**config.mk**
```make
export PLATFORM = sky130hd
export DESIGN_NAME = rfb_ctrl
export DESIGN_NICKNAME = d
export VERILOG_FILES = /design/src/sv/rfb_pkg.sv /design/src/sv/rfb_ctrl.sv
export SDC_FILE = /design/constraint.sdc
export NUM_CORES = 1
export LEC_CHECK = 0
export BUFFER_PORTS_ARGS = -buffer_cell sky130_fd_sc_hd__buf_2
export CAP_MARGIN = 20
export CELL_PAD_IN_SITES_DETAIL_PLACEMENT = 1
export CELL_PAD_IN_SITES_GLOBAL_PLACEMENT = 1
export CORE_AREA = 2 2 39 41
export CTS_CLUSTER_SIZE = 14
export DETAILED_ROUTE_END_ITERATION = 12
export DIE_AREA = 0 0 41 43
export PLACE_DENSITY = 0.69
export REMOVE_ABC_BUFFERS = 1
export SYNTH_ARGS = -nofsm -noshare
export SYNTH_HDL_FRONTEND = slang
export SYNTH_SLANG_ARGS = --single-unit
export TNS_END_PERCENT = 30
```
**constraint.sdc**
```tcl
create_clock -name i_clk -period 0.8 [get_ports i_clk]
set_clock_uncertainty 0.05 [all_clocks]
set_input_delay 0.16 -clock i_clk [delete_from_list [all_inputs] [get_ports i_clk]]
set_output_delay 0.16 -clock i_clk [all_outputs]
set_load 0.02 [all_outputs]
```
**src/sv/rfb_pkg.sv**
```systemverilog
// Shared widths, types and helpers for the resonator filter bank.
// Holds the coefficient table builder that runs at elaboration.
// No dependencies.
package rfb_pkg;

    localparam int SampleW   = 16;
    localparam int BandW     = 6;
    localparam int RespW     = 32;
    localparam int StateW    = 40;
    localparam int CoefW     = 36;
    localparam int BankDepth = 64;
    localparam int NumCoefs  = 5;

    localparam int DefBands        = 64;
    localparam int DefSampleRateHz = 44100;
    localparam int DefLowestFreqHz = 440;

    // coefficient slots in one table row
    localparam int CoefA11 = 0;
    localparam int CoefA12 = 1;
    localparam int CoefA21 = 2;
    localparam int CoefA22 = 3;
    localparam int CoefG   = 4;

    localparam logic [63:0] OneQ32    = 64'h1_0000_0000;
    localparam logic [63:0] TwoPiQ32  = 64'd26986075409;
    localparam logic [63:0] PiQ32     = 64'd13493037705;
    localparam logic signed [63:0] OneQ30 = 64'sd1073741824;
    localparam logic [63:0] FreqFloor = 64'd4294967;
    localparam logic [63:0] FreqCeil  = 64'd257698037760;
    localparam logic [63:0] DecayCap  = 64'd17179869184;

    typedef logic signed [CoefW-1:0] t_coef;
    typedef logic [NumCoefs-1:0][CoefW-1:0] t_coef_set;
    typedef logic [BankDepth-1:0][NumCoefs*CoefW-1:0] t_rom;

    typedef struct packed {
        logic load;
        logic rd;
        logic sub;
        logic mul1;
        logic acc1;
        logic mul2;
        logic acc2;
        logic resp;
        logic advance;
    } t_dp_cmd;

    typedef struct packed {
        logic last;
        logic out_free;
    } t_dp_sts;

    function automatic logic [63:0] umul32(input logic [63:0] a, input logic [63:0] b);
        logic [127:0] p;
        p = {64'd0, a} * {64'd0, b};
        return p[95:32];
    endfunction

    // restoring division, elaboration only
    function automatic logic [63:0] udiv64(input logic [63:0] n, input logic [63:0] d);
        logic [63:0] q;
        logic [64:0] rem;
        int i;
        q = '0;
        rem = '0;
        for (i = 63; i >= 0; i--) begin
            rem = {rem[63:0], n[i]};
            if (rem >= {1'b0, d}) begin
                rem = rem - {1'b0, d};
                q[i] = 1'b1;
            end
        end
        return q;
    endfunction

    function automatic logic [63:0] isqrt64(input logic [63:0] v_in);
        logic [63:0] v;
        logic [63:0] res;
        logic [63:0] bt;
        v = v_in;
        res = '0;
        bt = 64'd1 << 62;
        while (bt > v) bt = bt >> 2;
        while (bt != 0) begin
            if (v >= res + bt) begin
                v = v - (res + bt);
                res = (res >> 1) + bt;
            end else begin
                res = res >> 1;
            end
            bt = bt >> 2;
        end
        return res;
    endfunction

    function automatic logic [63:0] pow10q(input logic [63:0] y);
        logic [63:0] y2;
        logic [63:0] y4;
        logic [63:0] y8;
        y2 = umul32(y, y);
        y4 = umul32(y2, y2);
        y8 = umul32(y4, y4);
        return umul32(y8, y2);
    endfunction

    function automatic logic signed [63:0] smul30(input logic signed [63:0] a,
                                                  input logic signed [63:0] b);
        logic signed [63:0] p;
        p = a * b;
        return p >>> 30;
    endfunction

    function automatic logic [63:0] clamp_freq(input logic [63:0] f);
        if (f < FreqFloor) return FreqFloor;
        if (f > FreqCeil) return FreqCeil;
        return f;
    endfunction

    function automatic logic [63:0] next_freq(input logic [63:0] f);
        logic [63:0] f2;
        logic [63:0] f3;
        logic [63:0] pos;
        logic [63:0] neg;
        f2 = umul32(f, f);
        f3 = umul32(f2, f);
        pos = (64'd7 * f3) / 64'd10000 + (64'd10041 * f) / 64'd10000
            + (64'd6935 << 32) / 64'd10000000;
        neg = (64'd3 * f2) / 64'd1000;
        return clamp_freq((pos > neg) ? pos - neg : 64'd0);
    endfunction

    function automatic t_coef_set build_band(input logic [63:0] f, input logic [63:0] rate);
        logic [63:0] w, w3, y, cand, t, r, s, k, rho, frac, ang, a2, term, x, ex, e, gq;
        logic signed [63:0] ssum, csum, sn, cs, e30, k30, c30, s30, ks;
        logic signed [63:0] v11, v12, v21, v22, vg;
        t_coef_set cset;
        int b;
        int n;
        w = umul32(f, TwoPiQ32);
        w3 = umul32(umul32(w, w), w);
        y = '0;
        for (b = 34; b >= 0; b--) begin
            cand = y | (64'd1 << b);
            if (pow10q(cand) <= w3) y = cand;
        end
        if (y == 0) y = 64'd1;
        t = udiv64(64'd10 << 58, 64'd127 * y);
        r = (t > (OneQ32 >> 6)) ? OneQ32 : (t << 6);
        s = isqrt64((OneQ32 - umul32(r, r) / 64'd4) << 32);
        k = udiv64(r << 31, s);
        rho = udiv64(f * 64'd1000, rate);
        frac = umul32(rho, s) & 64'hFFFF_FFFF;
        ang = umul32(frac & 64'h3FFF_FFFF, TwoPiQ32);
        a2 = umul32(ang, ang);
        term = ang;
        ssum = $signed(ang);
        for (n = 1; n <= 12; n++) begin
            term = udiv64(umul32(term, a2), 64'((2 * n) * (2 * n + 1)));
            if ((n % 2) == 1) ssum = ssum - $signed(term);
            else ssum = ssum + $signed(term);
        end
        term = OneQ32;
        csum = $signed(OneQ32);
        for (n = 1; n <= 12; n++) begin
            term = udiv64(umul32(term, a2), 64'((2 * n - 1) * (2 * n)));
            if ((n % 2) == 1) csum = csum - $signed(term);
            else csum = csum + $signed(term);
        end
        unique case (frac[31:30])
            2'd0: begin sn = ssum;  cs = csum;  end
            2'd1: begin sn = csum;  cs = -ssum; end
            2'd2: begin sn = -ssum; cs = -csum; end
            default: begin sn = -csum; cs = ssum; end
        endcase
        x = umul32(umul32(r, PiQ32), rho);
        if (x > DecayCap) x = DecayCap;
        ex = OneQ32;
        term = OneQ32;
        for (n = 1; n <= 30; n++) begin
            term = udiv64(umul32(term, x), 64'(n));
            ex = ex + term;
        end
        e = udiv64(64'hFFFF_FFFF_FFFF_FFFF, ex);
        e30 = $signed({2'b00, e[63:2]});
        k30 = $signed({2'b00, k[63:2]});
        c30 = cs >>> 2;
        s30 = sn >>> 2;
        ks = smul30(k30, s30);
        v11 = smul30(e30, c30 + ks);
        v12 = smul30(e30, s30);
        v22 = smul30(e30, c30 - ks);
        v21 = -smul30(smul30(e30, OneQ30 + smul30(k30, k30)), s30);
        gq = umul32(r, TwoPiQ32);
        vg = $signed({2'b00, gq[63:2]});
        cset[CoefA11] = v11[CoefW-1:0];
        cset[CoefA12] = v12[CoefW-1:0];
        cset[CoefA21] = v21[CoefW-1:0];
        cset[CoefA22] = v22[CoefW-1:0];
        cset[CoefG]   = vg[CoefW-1:0];
        return cset;
    endfunction

    function automatic t_rom build_rom(input int nb, input int rate_hz, input int lowest_hz);
        t_rom rom;
        logic [63:0] f;
        logic [63:0] rate;
        int i;
        rate = (rate_hz < 1) ? 64'd1 : 64'(rate_hz);
        f = clamp_freq((64'(lowest_hz) << 32) / 64'd1000);
        for (i = 0; i < BankDepth; i++) begin
            if (i < nb) begin
                rom[i] = build_band(f, rate);
                f = next_freq(f);
            end else begin
                rom[i] = '0;
            end
        end
        return rom;
    endfunction

    // floor(coef * v / 2^30) from the high and low partial products
    function automatic logic signed [46:0] mulc_fin(input logic signed [55:0] ph,
                                                    input logic signed [56:0] pl);
        logic signed [76:0] sum;
        sum = $signed({{1{ph[55]}}, ph, 20'd0}) + 77'(pl);
        return sum[76:30];
    endfunction

    function automatic logic signed [StateW-1:0] sat40(input logic signed [47:0] v);
        if (v > 48'sd549755813887) return 40'sh7F_FFFF_FFFF;
        if (v < -48'sd549755813888) return 40'sh80_0000_0000;
        return v[StateW-1:0];
    endfunction

    function automatic logic signed [RespW-1:0] sat32(input logic signed [46:0] v);
        if (v > 47'sd2147483647) return 32'sh7FFF_FFFF;
        if (v < -47'sd2147483648) return 32'sh8000_0000;
        return v[RespW-1:0];
    endfunction

endpackage

```
**src/sv/rfb_ctrl.sv**
```systemverilog
// Sequencer for the resonator bank: steps each band through read, subtract,
// two multiply passes and the response pass. Depends on rfb_pkg.
module rfb_ctrl import rfb_pkg::*; (
    input  logic    i_clk,
    input  logic    i_rst_n,
    input  logic    i_in_valid,
    input  logic    i_in_channel,
    input  logic    i_target_channel,
    input  t_dp_sts i_sts,
    output logic    o_in_ready,
    output t_dp_cmd o_cmd
);

    localparam logic [2:0] S_IDLE = 3'd0;
    localparam logic [2:0] S_READ = 3'd1;
    localparam logic [2:0] S_SUB  = 3'd2;
    localparam logic [2:0] S_MUL1 = 3'd3;
    localparam logic [2:0] S_ACC1 = 3'd4;
    localparam logic [2:0] S_MUL2 = 3'd5;
    localparam logic [2:0] S_ACC2 = 3'd6;
    localparam logic [2:0] S_RESP = 3'd7;

    logic [2:0] r_state;
    logic [2:0] n_state;

    assign o_in_ready = (r_state == S_IDLE);

    always_comb begin
        n_state = r_state;
        o_cmd = '0;
        unique case (r_state)
            S_IDLE: begin
                // words on the other channel are taken and dropped
                if (i_in_valid && (i_in_channel == i_target_channel)) begin
                    o_cmd.load = 1'b1;
                    n_state = S_READ;
                end
            end
            S_READ: begin
                o_cmd.rd = 1'b1;
                n_state = S_SUB;
            end
            S_SUB: begin
                o_cmd.sub = 1'b1;
                n_state = S_MUL1;
            end
            S_MUL1: begin
                o_cmd.mul1 = 1'b1;
                n_state = S_ACC1;
            end
            S_ACC1: begin
                o_cmd.acc1 = 1'b1;
                n_state = S_MUL2;
            end
            S_MUL2: begin
                o_cmd.mul2 = 1'b1;
                n_state = S_ACC2;
            end
            S_ACC2: begin
                o_cmd.acc2 = 1'b1;
                n_state = S_RESP;
            end
            S_RESP: begin
                // hold until the output register can take the word
                if (i_sts.out_free) begin
                    o_cmd.resp = 1'b1;
                    if (i_sts.last) begin
                        n_state = S_IDLE;
                    end else begin
                        o_cmd.advance = 1'b1;
                        n_state = S_READ;
                    end
                end
            end
            default: n_state = S_IDLE;
        endcase
    end

    always_ff @(posedge i_clk) begin
        if (!i_rst_n) begin
            r_state <= S_IDLE;
        end else begin
            r_state <= n_state;
        end
    end

endmodule

```
==> out/metrics.csv, run 1 <==
stage,metric,value,unit
sta,hold_slack,0.134,ns
drt,drt-pass1-iter-count,2,
grt,grt_max_degree,11,
final_layout,largest_reg_flops,3,
worst_setup_path,reg2reg_to,r_state[0]$_SDFFE_PN0P_,
grt,grt_pass1_wl,1.29,mm
final_layout,fin_nets,62,
drt,postRouteWirelength,737,um
floorplan,io_pins,17,
drt,drcViolationCount,0,
clock_network,insertion_delay,0.23,ns
floorplan,floorplan.initialDensity,0.165,
worst_setup_path,cp.arrival,1.07,ns
placed_design,routabilityCongestion,0.734,
clock_network,clk_pin_slew,0.04,ns
synthesis,synth_top_family_by_area,simple AND/OR/NAND/NOR gates,
clock_network,clock_path_buffers,2,
worst_setup_path,crit_family,flip-flops,
final_layout,register_area,71.3,um^2
synthesis,synth-compound-area-share,0.126,
synthesis,synthMuxAreaShare,0,
final_layout,reg.largest.list,r_state (3),
final_layout,instances_no_fill,70,
sta,rsz0062_at_grt,yes,
synthesis,synthAdderAreaFrac,0,
synthesis,synthTopCellsByCount,"3 x dfxtp_1, 3 x inv_1, 3 x nor2_1, 3 x nor3b_1",
flow_run,maxCapViolations,0,
status,violations,negative setup slack,
grt,grt_overflow,0,
placed_design,port_buffers,16,
hold_path,hold_depth,3,
worst_setup_path,r2r_slack,-0.24,ns
floorplan,row_count,14,
drt,initialDrtViolationCount,1,
clock_network,ctsHoldBuffers,0,
worst_setup_path,slowest_delay,0.36,ns
final_layout,drive_gt1_frac,0.593,
final_layout,multiInputGateArea,150,um^2
synthesis,synth_top_cell_area_share,0.262,
status,status,"finished, violations left",
worst_setup_path,cp_max_fo,6,
placed_design,dp_hpwl,504,um
grt,track_usage,0.111,
grt,first_global_vias,309,
floorplan,die_w,41,um
pwr,ir_worst_vdd,390,uV
synthesis,yosysTopAreaCell,dfxtp_1,
final_layout,top_register,r_state,
synthesis,syn-cell-area,229,um^2
drt,postRouteAntennaNets,0,
sta,slew_viol_final,0,
clock_network,cts_tree,built,
sta,setup_violations,13,
synthesis,ys_ff_latch,3,
worst_setup_path,r2r-start,r_state[0]$_SDFFE_PN0P_,
final_layout,area_growth,88.0,%
synthesis,synth_simple_gate_area_frac,0.410,
worst_setup_path,end_kind,output port,
sta,hold_violations,0,
sta,slew_headroom,0.889,
clock_network,cts_root_buffer,clkbuf_4,
hold_path,hp-start,i_rst_n,
drt,wire_per_inst,10.5,um
synthesis,seq_area_frac_synth,0.262,
synthesis,synth_cell_type_count,18,
final_layout,diodes,0,
synthesis,avgSynthCellArea,7.39,um^2
clock_network,cts_buffers,3,
worst_setup_path,crit_required,0.59,ns
drt,via_per_inst,4.29,
synthesis,synth_xor_area_frac,0.0383,
worst_setup_path,start_kind,flop,
hold_path,holdPathEnd,r_state[1]$_SDFFE_PN0P_,
drt,vias,300,
worst_setup_path,rr_worst_depth,4,
sta,fin_ws,-0.476,ns
hold_path,hp-class,in2reg,
floorplan,die-area,0.00176,mm^2
pwr,p_leak,0.000233,uW
floorplan,coreArea,0.00138,mm^2
clock_network,cts_max_level,1,
final_layout,fill_cells,178,
worst_setup_path,crit_path_cell_trace,nor3_2 -> and3_1 -> buf_6,
synthesis,synth_ff_type,dfxtp_1,
sta,tightestPinTransition,0.165,ns
worst_setup_path,worst-setup-path-type,reg2out,
synthesis,synth-edff-count,0,
grt,antenna_found_initial,0,
clock_network,cts_sinks,3,
sta,finalCritPeriodShare,1.59,
synthesis,syn_inst,31,
pwr,power.density,1570,mW/mm^2
synthesis,synth-async-reset-ratio,0,
worst_setup_path,critPathBufInv,1,
floorplan,fp.dieH,43,um
placed_design,dp.cells,64,
synthesis,yosysWarningCount,0,
worst_setup_path,cp_slowest_cell,dfxtp_4,
sta,max_freq,0.784,GHz
sta,fin_crit,1.28,ns
synthesis,synthTopCellsByArea,"dfxtp_1 26%, nor3b_1 9.8%, and3b_1 7.7%, buf_4 6.6%, buf_6 4.9%",
through the flow:
stage          TNS, ns  power, uW  utilization  worst slack (ns)  instance area, um^2
6_report         -4.80        674        0.311            -0.476                  430
5_1_grt          -5.70        722        0.311            -0.562                  430
4_1_cts          -4.90        690        0.305            -0.488                  422
3_5_place_dp     -3.36        376        0.241            -0.350                  333
3_3_place_gp     -3.14        371        0.241            -0.322                  333
2_1_floorplan    -3.69        287            -            -0.715                  203
cells by family (layout without fill, tap and decap cells):
group / count (synthesis) / count (layout)
AOI/OAI and AO/OA: 5 / 5
xor gates and xnor gates: 1 / 1
buffers and inverters: 6 / 29
DFF: 3 / 3
and+or+nand+nor: 16 / 16
worst max path at each step:
stage	from	to	slack, ns	depth (start not counted)
floorplan	r_state[1]$_SDFFE_PN0P_	o_cmd[8]	-0.71	2
global placement	r_state[0]$_SDFFE_PN0P_	o_cmd[0]	-0.32	3
detailed placement	r_state[1]$_SDFFE_PN0P_	o_cmd[8]	-0.35	3
CTS	r_state[0]$_SDFFE_PN0P_	o_cmd[8]	-0.49	3
global route	r_state[0]$_SDFFE_PN0P_	o_cmd[8]	-0.56	3
finish	r_state[0]$_SDFFE_PN0P_	o_cmd[8]	-0.48	3
per-layer routing:
layer | share of wire | global-route usage | vias up
met5 | 0 | 0 | -
met4 | 0 | 0.120 | 0
met3 | 0.033 | 0 | 0
met2 | 0.57 | 0.163 | 5
met1 | 0.39 | 0.131 | 143
li1 | - | - | 152
worst reg2reg max path, stage by stage, from the launching register on:
cell,delay [ns]
dfxtp_4,0.36
buf_4,0.15
buf_4,0.14
o21bai_1,0.14
a31oi_1,0.12
power by group:
group	leakage, uW	total, uW	switching (uW)	internal [uW]
clock	0.0000150	262	75.3	187
sequential	0.0000267	196	30.9	165
combinational	0.000191	217	106	110
placed cells by master (no fill, tap or decap), drive strengths merged:
master / Yosys / routed
buf: 3 / 22
clkbuf: 0 / 4
nor2: 3 / 3
inv: 3 / 3
dfxtp: 3 / 3
nor3b: 3 / 3
and3b: 2 / 2
nand2: 2 / 2
nor3: 2 / 2
a21oi: 2 / 2
nand4: 1 / 1
xnor2: 1 / 1
and3: 1 / 1
nand3b: 1 / 1
o21bai: 1 / 1
nand3: 1 / 1
a31oi: 1 / 1
o21ai: 1 / 1
cell type report:
class | instances | share of cell area
well taps | 16 | 0.0465
repair buffers | 22 | 0.352
multi-input cells | 22 | 0.349
inverters | 3 | 0.0262
clock buffers | 4 | 0.0610
flip-flops and latches | 3 | 0.166
what timing repair did:
action                                  in CTS  in global routing
resized for setup                           20                  2
pin swaps                                    3                  0
endpoints found under the setup margin      13                 13
setup buffers                                2                  0
No activity file was read; power rests on OpenSTA's default activity.
==> run 2: changes to the inputs <==
Settings changed: BUFFER_PORTS_ARGS -buffer_cell sky130_fd_sc_hd__buf_2 to default, DONT_BUFFER_PORTS from default to 1, PLACE_DENSITY 0.69 to 0.52, SKIP_LAST_GASP from default to 1.
==> out/metrics.csv, run 2 (same netlist as run 1, synthesis figures left out) <==
stage,metric,value,unit,change
worst_setup_path,cp.arrival,1.07,ns,about the same
sta,tightestPinTransition,0.214,ns,+0.0486 ns
clock_network,postCtsSetupBuffers,0,,-2
clock_network,clock_path_buffers,2,,unchanged
clock_network,cts_tree,built,,
worst_setup_path,worst-setup-path-type,reg2out,,
status,violations,negative setup slack,,
grt,grt_max_degree,8,,-3
clock_network,cts_sinks,3,,unchanged
hold_path,hp-class,in2reg,,
floorplan,row_count,14,,unchanged
final_layout,final_cell_mix,"13 x buf_4, 3 x nor2_1, 3 x inv_1, 3 x clkbuf_4",,
sta,hold_violations,0,,unchanged
pwr,power.density,1810,mW/mm^2,+15%
clock_network,insertion_delay,0.23,ns,about the same
floorplan,coreArea,0.00138,mm^2,unchanged
floorplan,die_w,41,um,unchanged
grt,first_global_vias,251,,-19%
drt,drt-pass1-iter-count,2,,unchanged
final_layout,area_growth,66.7,%,
clock_network,ctsHoldBuffers,0,,unchanged
pwr,p_seq_frac,0.270,,-0.020
drt,wire_per_inst,11.1,um,+5.5%
worst_setup_path,end_kind,output port,,
floorplan,floorplan.initialDensity,0.165,,unchanged
floorplan,die-area,0.00176,mm^2,unchanged
final_layout,fin_nets,54,,-13%
drt,wl_met2,349,um,-17%
sta,setup_violations,13,,unchanged
final_layout,instances_no_fill,62,,-11%
worst_setup_path,cp_max_fo,7,,+1
placed_design,pre_cts_ws,-0.306,ns,+0.0442 ns
clock_network,cts_root_buffer,clkbuf_4,,
pwr,intPower,480,uW,+4.0%
pwr,p_leak,0.000192,uW,-18%
final_layout,final_common_cell,buf_4,,
pwr,clkPwrFrac,0.390,,about the same
clock_network,clk_pin_slew,0.04,ns,about the same
pwr,switching_power,209,uW,-1.8%
status,status,"finished, violations left",,
placed_design,dp.cells,58,,-9.4%
flow_run,maxCapViolations,0,,unchanged
clock_network,cts_buffers,3,,unchanged
final_layout,drive_gt1_frac,0.500,,-0.0926
sta,fin_ws,-0.483,ns,-0.00729 ns
drt,wl_met3,67,um,+180%
worst_setup_path,crit_required,0.59,ns,about the same
floorplan,io_pins,17,,unchanged
sta,fin_crit,1.28,ns,+0.00729 ns
pwr,ir_worst_vdd,592,uV,+52%
drt,vias,261,,-13%
grt,antenna_found_initial,0,,unchanged
sta,rsz0062_at_grt,yes,,
drt,postRouteAntennaNets,0,,unchanged
final_layout,top_register,r_state,,
drt,drcViolationCount,0,,unchanged
sta,max_freq,0.779,GHz,-0.57%
clock_network,cts_max_level,1,,unchanged
pwr,comb_power_share,0.340,,+0.019
drt,topRoutingLayerUsed,met3,,
final_layout,reg.largest.list,r_state (3),,
placed_design,routabilityCongestion,0.746,,+1.6%
sta,slew_headroom,0.857,,-0.0318
grt,grt_overflow,0,,unchanged
drt,via_per_inst,4.21,,-1.8%
grt,track_usage,0.0933,,-0.0181
sta,fin_setup_tns,-5.01,ns,-0.212 ns
grt,grt_pass1_wl,1.04,mm,-19%
pwr,p_sw_frac,0.303,,-0.0124
sta,slew_viol_final,0,,unchanged
final_layout,largest_reg_flops,3,,unchanged
drt,wirelength_met1,273,um,-5.9%
sta,hold_slack,0.0119,ns,-0.122 ns
final_layout,diodes,0,,unchanged
pwr,finalPower,689,uW,+2.2%
sta,finalCritPeriodShare,1.60,,+0.00912
worst_setup_path,start_kind,flop,,
drt,postRouteWirelength,689,um,-6.5%
floorplan,fp.dieH,43,um,unchanged
drt,initialDrtViolationCount,3,,+2
placed_design,port_buffers,0,,-16
[run 2: cell types whose count changed in the layout (fill, tap and decap cells not counted), sizes merged]
cell,before,now
buf,22,14
[run 2: what timing repair did]
item                       CTS  global route
hold endpoints to repair     0             0
setup endpoints to repair   13            13
gates resized for setup      7             3
pin swaps                    1             2
[run 2: area by class of cell]
class                      instances  area, um^2
fill                             177        1000
timing repair buffer              14         109
sequential                         3        68.8
clock buffer                       4        26.3
tap                               16        20.0
inverter                           3        11.3
multi-input combinational         22         146
[run 2: per-layer routing]
metal	global-route usage	up-vias
met3	0.0785	0
met5	0	-
li1	-	135
met1	0.0897	112
met2	0.147	14
met4	0.0200	0
[run 2: power groups by stage]
stage                     logic [uW]  clock network [uW]  registers (uW)
after floorplan                 94.8                   0             192
after global placement           219                   0             182
after detailed placement         219                   0             182
after CTS                        230                 283             184
after global routing             251                 309             189
final                            234                 269             186
[run 2: final timing paths]
check	from	to	slack (ns)	cells past startpoint
min reg2reg	r_state[0]$_SDFFE_PN0P_	r_state[1]$_SDFFE_PN0P_	0.53	2
max	r_state[0]$_SDFFE_PN0P_	o_cmd[4]	-0.48	3
max reg2reg	r_state[1]$_SDFFE_PN0P_	r_state[2]$_SDFFE_PN0P_	-0.21	4
min	i_rst_n	r_state[0]$_SDFFE_PN0P_	0.01	2
[run 2: worst max-delay path, stage by stage, from the launching register on]
cell	delay (ns)
dfxtp_4	0.36
buf_4	0.14
nor3b_1	0.17
buf_4	0.17
[run 2: per-stage QoR]
stage / utilization / area [um^2]
after detailed placement: 0.237 / 328
final: 0.276 / 382
after global placement: 0.237 / 328
after floorplan: - / 203
after CTS: 0.268 / 370
after global routing: 0.276 / 382
==> run 3: changes to the inputs <==
Settings changed: REMOVE_ABC_BUFFERS 1 to default.
==> out/metrics.csv, run 3 (same netlist as run 1, synthesis figures left out) <==
stage,metric,value,unit,change
status,status,"finished, violations left",,
status,violations,negative setup slack,,
drt,initialDrtViolationCount,1,,-2
hold_path,hp-class,in2reg,,
worst_setup_path,cp_max_fo,10,,+3
floorplan,die-area,0.00176,mm^2,unchanged
grt,track_usage,0.116,,+0.0232
pwr,p_sw_frac,0.328,,+0.0250
clock_network,ctsHoldBuffers,0,,unchanged
final_layout,final_cell_mix,"14 x buf_4, 3 x nor2_1, 3 x clkbuf_4, 3 x dfxtp_4",,
pwr,p_leak,0.000205,uW,+7.0%
clock_network,cts_max_level,1,,unchanged
placed_design,placed_area,323,um^2,-1.5%
floorplan,io_pins,17,,unchanged
pwr,power.density,1720,mW/mm^2,-4.6%
sta,fin_ws,-0.467,ns,+0.0162 ns
drt,postRouteAntennaNets,0,,unchanged
clock_network,cts_sinks,3,,unchanged
final_layout,fin_area,414,um^2,+8.5%
clock_network,cts_root_buffer,clkbuf_4,,
placed_design,port_buffers,0,,unchanged
final_layout,register_area,71.3,um^2,+3.6%
grt,antenna_found_initial,0,,unchanged
worst_setup_path,crit_required,0.59,ns,about the same
floorplan,die_w,41,um,unchanged
final_layout,largest_reg_flops,3,,unchanged
sta,hold_violations,0,,unchanged
final_layout,drive_gt1_frac,0.574,,+0.0745
placed_design,routabilityCongestion,0.631,,-15%
drt,drt-pass1-iter-count,2,,unchanged
drt,wire_per_inst,13.4,um,+21%
pwr,ir_worst_vdd,563,uV,-4.9%
drt,drcViolationCount,0,,unchanged
placed_design,pre_cts_ws,-0.387,ns,-0.0812 ns
sta,tightestPinTransition,0.283,ns,+0.0696 ns
worst_setup_path,start_kind,flop,,
clock_network,clk_pin_slew,0.04,ns,about the same
final_layout,diodes,0,,unchanged
final_layout,top_register,r_state,,
pwr,switching_power,234,uW,+12%
sta,rsz0062_at_grt,yes,,
grt,first_global_vias,307,,+22%
worst_setup_path,end_kind,output port,,
final_layout,reg.largest.list,r_state (3),,
floorplan,coreArea,0.00138,mm^2,unchanged
final_layout,final_common_cell,buf_4,,
pwr,p_seq_frac,0.287,,+0.017
sta,max_freq,0.789,GHz,+1.3%
flow_run,maxCapViolations,0,,unchanged
final_layout,fin_util,0.299,,+0.0235
grt,grt_max_degree,11,,+3
clock_network,clock_path_buffers,2,,unchanged
final_layout,area_growth,80.9,%,
drt,postRouteWirelength,845,um,+23%
placed_design,dp_hpwl,494,um,
drt,vias,290,,+11%
sta,slew_headroom,0.811,,-0.0464
worst_setup_path,r2r_slack,-0.33,ns,-0.12 ns
worst_setup_path,cp.arrival,1.06,ns,about the same
clock_network,cts_tree,built,,
final_layout,instances_no_fill,63,,+1.6%
pwr,clkPwrFrac,0.387,,-0.003
final_layout,fin_nets,55,,+1.9%
worst_setup_path,worst-setup-path-type,reg2out,,
grt,grt_pass1_wl,1.31,mm,+26%
sta,slew_viol_final,0,,unchanged
sta,fin_setup_tns,-5.13,ns,-0.117 ns
pwr,comb_power_share,0.326,,-0.014
sta,finalCritPeriodShare,1.58,,-0.0202
placed_design,dp.cells,52,,-10%
sta,fin_crit,1.27,ns,-0.0162 ns
clock_network,cts_buffers,3,,unchanged
final_layout,multiInputGateArea,169,um^2,+15%
sta,setup_violations,13,,unchanged
floorplan,fp.dieH,43,um,unchanged
synthesis,syn-num-nets,38,,
clock_network,insertion_delay,0.24,ns,about the same
drt,via_per_inst,4.60,,+9.3%
floorplan,row_count,14,,unchanged
final_layout,fill_cells,173,,-2.3%
floorplan,floorplan.initialDensity,0.165,,unchanged
pwr,intPower,480,uW,-0.13%
grt,grt_overflow,0,,unchanged
run 3: worst paths after layout:
check                               start                       to  cells after the start
setup / recovery  r_state[1]$_SDFFE_PN0P_                 o_cmd[0]                      3
hold / removal                    i_rst_n  r_state[1]$_SDFFE_PN0P_                      2
setup reg to reg  r_state[0]$_SDFFE_PN0P_  r_state[1]$_SDFFE_PN0P_                      5
hold reg to reg   r_state[1]$_SDFFE_PN0P_  r_state[1]$_SDFFE_PN0P_                      3
run 3: metrics by stage:
| step | hold slack [ns] | power [uW] |
|---|---|---|
| after global routing | 0.0169 | 759 |
| after CTS | 0.0194 | 713 |
| after floorplan | 0.235 | 357 |
| final | 0.0173 | 714 |
| after global placement | 0.248 | 381 |
| after detailed placement | 0.268 | 388 |
run 3: repair_timing:
item / 4_1_cts / 5_1_grt
buffers inserted: 6 / 1
gates resized for setup: 8 / 0
pin swaps: 1 / 0
hold endpoints to repair: 0 / 0
setup endpoints to repair: 13 / 13
run 3: worst max-delay path, stage by stage, from the launching register on:
cell and delay [ns]:
dfxtp_4 0.41, nand4_1 0.14, nor2_1 0.12, buf_4 0.15
run 3: area by class of cell:
class / count / area share
clock buffers: 4 / 0.0634
inverters: 3 / 0.0272
multi-input cells: 22 / 0.408
flip-flops and latches: 3 / 0.172
well taps: 16 / 0.0483
repair buffers: 15 / 0.281
run 3: layer usage:
layer | routed length [um] | global-route usage | vias up
li1 | - | - | 138
met1 | 291 | 0.116 | 136
met2 | 466 | 0.184 | 14
met3 | 68 | 0.0471 | 2
met4 | 18 | 0.0800 | 0
met5 | 0 | 0 | -
run 3: power groups by stage:
| stage | combinational, uW | sequential (uW) | clock (uW) |
|---|---|---|---|
| global route | 253 | 208 | 298 |
| detailed placement | 168 | 220 | 0 |
| finish | 232 | 205 | 276 |
| global placement | 165 | 217 | 0 |
| floorplan | 171 | 186 | 0 |
| CTS | 231 | 203 | 278 |
